### src/rtl/rmrx_pkg.sv
package rmrx_pkg;

  // Line store depth and the counter width that can hold it
  localparam int LINE_BUF_DEPTH = 32;
  localparam int LEN_W          = $clog2(LINE_BUF_DEPTH + 1);

  // Line length at which a ':' opens a data packet, and the comma positions
  localparam int MARK_LEN    = 10;
  localparam int COMMA_POS_A = 2;
  localparam int COMMA_POS_B = 7;

  // Characters of interest
  localparam logic [7:0] CH_NUL   = 8'h00;
  localparam logic [7:0] CH_LF    = 8'h0a;
  localparam logic [7:0] CH_CR    = 8'h0d;
  localparam logic [7:0] CH_COLON = 8'h3a;
  localparam logic [7:0] CH_COMMA = 8'h2c;
  localparam logic [7:0] CH_O     = 8'h4f;
  localparam logic [7:0] CH_K     = 8'h4b;
  localparam logic [7:0] CH_N     = 8'h4e;
  localparam logic [7:0] CH_G     = 8'h47;

  // Result event codes
  typedef enum logic [2:0] {
    EV_NONE  = 3'd0,
    EV_DATA  = 3'd1,
    EV_END   = 3'd2,
    EV_OK    = 3'd3,
    EV_NG    = 3'd4,
    EV_OTHER = 3'd5
  } event_t;

  // Hex pair decoder phase
  typedef enum logic [1:0] {
    PH_HIGH = 2'd0,
    PH_LOW  = 2'd1,
    PH_SKIP = 2'd2
  } phase_t;

  // One result item
  typedef struct packed {
    event_t     ev;
    logic [7:0] data;
  } result_t;

endpackage

### src/rtl/rmrx_parse.sv
module rmrx_parse (
  input  logic              clk,
  input  logic              rst,
  input  logic              step,
  input  logic [7:0]        ch,
  output rmrx_pkg::result_t result
);
  import rmrx_pkg::*;

  // Only positions 0, 1, 2 and 7 of the line are ever examined, so only
  // those characters are kept; the rest of the line is counted, not stored.
  logic             in_data_mode, in_data_mode_next;
  logic [LEN_W-1:0] line_length, line_length_next;
  logic [7:0]       store0, store1, store2, store7;
  phase_t           digit_phase, digit_phase_next;
  logic [3:0]       high_nibble, high_nibble_next;
  logic             store_wr;

  function automatic logic [3:0] hex_value(input logic [7:0] c);
    logic [3:0] v;
    v = 4'd0;
    if (c >= 8'h30 && c <= 8'h39) v = c[3:0];
    else if ((c >= 8'h41 && c <= 8'h46) || (c >= 8'h61 && c <= 8'h66)) v = c[3:0] + 4'd9;
    return v;
  endfunction

  logic is_eol, is_end, enter_data, line_full;

  assign is_eol     = (ch == CH_NUL) || (ch == CH_LF) || (ch == CH_CR);
  assign is_end     = (ch == CH_LF) || (ch == CH_CR);
  assign line_full  = (line_length >= LEN_W'(LINE_BUF_DEPTH));
  assign enter_data = (ch == CH_COLON) && (line_length == LEN_W'(MARK_LEN)) &&
                      (store2 == CH_COMMA) && (store7 == CH_COMMA);

  // Work out the result and the next state for the current character
  always_comb begin
    in_data_mode_next = in_data_mode;
    line_length_next  = line_length;
    digit_phase_next  = digit_phase;
    high_nibble_next  = high_nibble;
    store_wr          = 1'b0;
    result.ev         = EV_NONE;
    result.data       = 8'd0;
    if (!in_data_mode) begin
      if (is_eol) begin
        result.ev = EV_OTHER;
        if (line_length >= LEN_W'(2)) begin
          if (store0 == CH_O && store1 == CH_K) result.ev = EV_OK;
          else if (store0 == CH_N && store1 == CH_G) result.ev = EV_NG;
        end
        line_length_next = '0;
      end else if (enter_data) begin
        in_data_mode_next = 1'b1;
        digit_phase_next  = PH_HIGH;
      end else if (!line_full) begin
        store_wr         = 1'b1;
        line_length_next = line_length + LEN_W'(1);
      end
    end else begin
      if (is_end) begin
        result.ev         = EV_END;
        in_data_mode_next = 1'b0;
        line_length_next  = '0;
      end else begin
        case (digit_phase)
          PH_HIGH: begin
            high_nibble_next = hex_value(ch);
            digit_phase_next = PH_LOW;
          end
          PH_LOW: begin
            result.ev        = EV_DATA;
            result.data      = {high_nibble, hex_value(ch)};
            digit_phase_next = PH_SKIP;
          end
          default: begin
            if (ch == CH_COMMA) digit_phase_next = PH_HIGH;
          end
        endcase
      end
    end
  end

  // Advance the parser state on each transfer
  always_ff @(posedge clk) begin
    if (rst) begin
      in_data_mode <= 1'b0;
      line_length  <= '0;
      digit_phase  <= PH_HIGH;
      high_nibble  <= 4'd0;
    end else if (step) begin
      in_data_mode <= in_data_mode_next;
      line_length  <= line_length_next;
      digit_phase  <= digit_phase_next;
      high_nibble  <= high_nibble_next;
    end
  end

  // Capture the characters at the examined line positions
  always_ff @(posedge clk) begin
    if (step && store_wr) begin
      if (line_length == LEN_W'(0)) store0 <= ch;
      if (line_length == LEN_W'(1)) store1 <= ch;
      if (line_length == LEN_W'(COMMA_POS_A)) store2 <= ch;
      if (line_length == LEN_W'(COMMA_POS_B)) store7 <= ch;
    end
  end

`ifndef SYNTHESIS
  a_len_bound: assert property (@(posedge clk) disable iff (rst)
    line_length <= LEN_W'(LINE_BUF_DEPTH))
    else $error("line length beyond store depth");

  a_enter: assert property (@(posedge clk) disable iff (rst)
    $rose(in_data_mode) |-> line_length == LEN_W'(MARK_LEN) && digit_phase == PH_HIGH)
    else $error("data mode entered without a qualifying header");

  a_leave: assert property (@(posedge clk) disable iff (rst)
    $fell(in_data_mode) |-> line_length == LEN_W'(0))
    else $error("line length not cleared at packet end");

  a_data_mode: assert property (@(posedge clk) disable iff (rst)
    (result.ev == EV_DATA || result.ev == EV_END) |-> in_data_mode)
    else $error("data event outside data mode");
`endif

endmodule

### src/rtl/radio_module_rx_line_parser.sv
// Channel   Dir   Signals                       Content
// s_*       in    s_tvalid s_tready s_tdata     [7:0] rx_char
// m_*       out   m_tvalid m_tready m_tdata     [2:0] event_res, [10:3] data_byte
//
// One character is taken per cycle while the result register is not stalled; each
// character's result passes through the input register, then the result register,
// and is held there until it is taken.
// Parser state advances once per character, in a single combinational pass.
// rst is synchronous and returns the parser to command mode with an empty line.
// A stalled result register holds the input register; input takes a new character
// whenever the input register is empty or the result register is empty or being emptied.
module radio_module_rx_line_parser (
  input  logic        clk,
  input  logic        rst,
  input  logic        s_tvalid,
  output logic        s_tready,
  input  logic [7:0]  s_tdata,   // [7:0] rx_char
  output logic        m_tvalid,
  input  logic        m_tready,
  output logic [15:0] m_tdata    // [2:0] event_res, [10:3] data_byte, [15:11] zero
);
  import rmrx_pkg::*;

  logic       in_valid;
  logic [7:0] in_char;
  logic       advance;
  result_t    result;
  result_t    out_res;

  assign advance  = in_valid && (!m_tvalid || m_tready);
  assign s_tready = !in_valid || advance;

  rmrx_parse u_parse (
    .clk    (clk),
    .rst    (rst),
    .step   (advance),
    .ch     (in_char),
    .result (result)
  );

  // Hold the accepted character until it moves into the result register
  always_ff @(posedge clk) begin
    if (rst) begin
      in_valid <= 1'b0;
    end else if (s_tready) begin
      in_valid <= s_tvalid;
    end
  end

  always_ff @(posedge clk) begin
    if (s_tready && s_tvalid) in_char <= s_tdata;
  end

  // Result register: load on advance, drop after the transfer
  always_ff @(posedge clk) begin
    if (rst) begin
      m_tvalid <= 1'b0;
    end else if (advance) begin
      m_tvalid <= 1'b1;
    end else if (m_tready) begin
      m_tvalid <= 1'b0;
    end
  end

  always_ff @(posedge clk) begin
    if (advance) out_res <= result;
  end

  assign m_tdata = {5'd0, out_res.data, out_res.ev};

endmodule

### config.mk
export PLATFORM = sky130hd
export DESIGN_NAME = radio_module_rx_line_parser
export DESIGN_NICKNAME = d
export VERILOG_FILES = /design/src/rtl/rmrx_pkg.sv /design/src/rtl/rmrx_parse.sv /design/src/rtl/radio_module_rx_line_parser.sv
export SDC_FILE = /design/constraint.sdc
export NUM_CORES = 1
export LEC_CHECK = 0
export ABC_AREA = 1
export BUFFER_PORTS_ARGS = -buffer_cell sky130_fd_sc_hd__buf_2
export CAP_MARGIN = 20
export CORE_MARGIN = 1
export CORE_UTILIZATION = 33
export CTS_CLUSTER_SIZE = 25
export DETAILED_ROUTE_END_ITERATION = 10
export PLACE_DENSITY = 0.5
export SYNTH_ARGS = -nofsm -noshare
export SYNTH_HDL_FRONTEND = slang
export SYNTH_SLANG_ARGS = --single-unit
### constraint.sdc
create_clock -name clk -period 4.9 [get_ports clk]
set_clock_uncertainty 0.2 [all_clocks]
set_input_delay 0.245 -clock clk [delete_from_list [all_inputs] [get_ports clk]]
set_output_delay 0.245 -clock clk [all_outputs]
set_load 0.02 [all_outputs]
==> impl_metrics.yaml <==
run_status:
  status: "finished, violations left"
  failed_checks: "design-rule violations"
clock_network:
  cts_max_level: 3
  tritoncts: "done"
  cts_resized: 0
  holdBufCountCts: 10
  cts_buffer_depth: 2
  cts_setup_buffers: 0
  clkLatencyLatePin_ps: 350
  cts_num_sinks: 66
  clockRootBuffer: "clkbuf_8"
  clk_pin_slew_worst_paths_ps: 80
  numCtsBuffers: 9
die:
  row_count: 34
  start_util_pct: 34.6
  core-area_sq_mm: 0.00885
  io_pins: 30
  die_h_um: 98.3
  die_w_um: 98.3
  dieArea_sq_mm: 0.00966
yosys:
  ys_ff_latch: 66
  syn_area_sq_mm: 0.00306
  yosysUniqueCellTypes: 34
  synth_warnings: 0
  avgSynthCellArea_sq_um: 10.1
  syn_inst: 304
  synth_seq_area_share_pct: 59.9
flow_run:
  drv_cap: 0
pwr:
  p_leak_uw: 0.00145
  peakVddDrop_mv: 0.135
  power_density_mw_per_mm2: 341
global_routing:
  use_met3_pct: 3.72
  grt_antenna_before_repair: 0
  grt_usage_pct: 13.8
  top_usage_layer: "met2"
  use_met1_pct: 16.9
  gr-usage-met2_pct: 23.1
  grt_pass1_vias: 2142
  grt_pass1_wl_mm: 10.2
  grt_remaining_overflow: 0
  grt_start_max_net_pins: 17
critical_path:
  rrSetupSlack_ps: 2200
  cpPeakStageDelay_ps: 590
  cp_common_cell: "nand3_1"
  reg2regPathDepth: 7
  crit_fanout: 9
  worstSetupPathType: "flop to flop"
  timing.rr.end: "u_parse.store0[3]"
  cp-end-kind: "flop"
  cp.arrival_ps: 2480
  crit_buf_inv: 1
  cp.required_ps: 4680
  crit_slowest_cell: "nor2_1"
  reg2reg_from: "in_char[0]"
  cp-start-kind: "flop"
  path_cells: "inv_1 > ha_1 > nand3_1 > nand3_1 > nand2_4 > nand4_1 > nor2_1"
  critPathTopFamily: "simple AND/OR/NAND/NOR gates"
cells_and_area:
  drive_gt1_share_pct: 17.8
  antenna_cells: 0
  nets: 364
  fin_cells: 457
  syn_to_final_growth_pct: 17.2
timing:
  rsz0062_at_grt: "false"
  post-route-min-period_ps: 2700
  slew_violations: 0
  fin_crit_sh_pct: 55.1
  setup_ws_ps: 2200
  tns_ps: 0
  max_freq_mhz: 370
  hold_viol: 0
  whs_ps: 67.3
  relSlewSlack_pct: 54.1
  setup_violations: 0
  tightest_slew_ps: 687
route:
  wl_per_cell_um: 12.8
  wl_mm: 5.84
  viasPerCell: 4.59
  dr.first_iter.drc_count: 92
  drc: 4
  ant_nets: 0
  num_vias: 2098
  drt_pre_antenna_iters: 7
placed_design:
  gp_congestion: 0.851
  io_buffers: 24
  dp_slack_ps: 2220
  placed_cells: 431
  place_hpwl_mm: 4.13
hold_path:
  hold_path_end: "u_parse.line_length[1]"
  holdCritStartpoint: "rst"
  hold_path_depth: 2
  hp-class: "input port to flop"
## worst max path at each step
| stage | from | to | slack (ps) | cells after the start |
|---|---|---|---|---|
| 2_1_floorplan | in_char[0] | u_parse.store7[0] | 2200 | 7 |
| 3_3_place_gp | in_char[0] | u_parse.store0[4] | 2280 | 7 |
| 3_5_place_dp | in_char[0] | u_parse.store1[6] | 2220 | 7 |
| 4_1_cts | in_char[0] | u_parse.store1[3] | 2190 | 7 |
| 5_1_grt | in_char[0] | u_parse.store0[2] | 1980 | 7 |
| 6_report | in_char[0] | u_parse.store0[3] | 2200 | 7 |
## cells in the final DEF (no fill, tap or decap), types with 2 or more instances in the layout
cell type      Yosys  layout
edfxtp_1          51      51
nand2_1           45      45
inv_1             39      39
nor2_1            38      38
nand3_1           31      31
buf_2              2      24
a21oi_1           18      18
dfxtp_1           15      15
dlygate4sd3_1      0      10
clkbuf_8           0       9
ha_1               8       8
nand4_1            7       7
inv_2              5       5
nor3_1             5       5
conb_1             1       5
nand2_2            4       4
nand2_4            3       3
o21ai_0            3       3
nor4_1             3       3
xor2_1             3       3
nor2_2             2       2
bufinv_16          0       2
buf_4              7       2
## synthesized netlist by cell type
master	n	area share, %
buf_4	7	1.7
nand3_1	31	5.1
a31oi_1	1	0.20
nor2_2	2	0.41
nor2_8	1	0.65
dfxtp_1	15	9.8
nand3b_1	1	0.25
ha_1	8	3.3
nand2_4	3	1.1
nand2_8	1	0.65
inv_2	5	0.61
xor2_1	3	0.86
o21ai_1	1	0.16
buf_2	2	0.33
nor2_1	38	4.7
buf_6	1	0.37
nand3_2	1	0.33
nand2_2	4	0.82
conb_1	1	0.12
inv_1	39	4.8
or2_2	1	0.20
o311ai_0	1	0.29
o21ai_0	3	0.49
and2_1	1	0.20
nor3_1	5	0.82
nand4_1	7	1.4
clkbuf_1	1	0.12
nor2_4	1	0.37
edfxtp_1	51	50
or2_4	1	0.29
a211oi_2	1	0.41
nand2_1	45	5.5
a21oi_1	18	2.9
nor4_1	3	0.61
## metrics by stage
stage	cell area, sq um	power [uW]	utilization, %
after CTS	3580	1230	40.5
after floorplan	3070	704	-
final	3580	1220	40.5
after global placement	3270	725	36.9
after global routing	3580	1270	40.5
after detailed placement	3270	726	36.9
## sequential cells by signal (all words and copies together) (netlist names)
register / cells
in_char: 8
in_valid: 1
m_tdata: 11
m_tvalid: 1
u_parse.digit_phase: 2
u_parse.high_nibble: 4
u_parse.in_data_mode: 1
u_parse.line_length: 6
u_parse.store0: 8
u_parse.store1: 8
u_parse.store2: 8
u_parse.store7: 8
## cells by family after synthesis
kind of cell / count (synthesis) / synth area share, %
other: 1 / 0.123
buffers and inverters: 55 / 7.94
AO/OA/AOI/OAI: 25 / 4.50
flip-flops: 66 / 59.9
AND/OR/NAND/NOR: 146 / 23.4
adder cells (fa/ha/maj): 8 / 3.27
XOR/XNOR: 3 / 0.859
## layout make-up
cell class              count  area [sq um]
flip-flops and latches     66          1830
clock inverters             6          90.1
repair buffers             36           235
inverters                  44           165
fillers                   882          5270
multi-input cells         187           998
well taps                 108           135
clock buffers              10           128
## power breakdown
group          total [uW]  internal [uW]  leakage [uW]  switching, uW
logic                80.3           28.1      0.000744           52.2
registers             638            621      0.000595           17.3
clock network         504            288      0.000107            216
total                1220            937       0.00145            286
## per-layer routing
layer | up-vias | share of wire, %
li1 | 1078 | -
met4 | 0 | 1.6
met2 | 36 | 48
met5 | - | 0
met3 | 10 | 3.8
met1 | 974 | 47
Power figures use the tool's default switching activity.
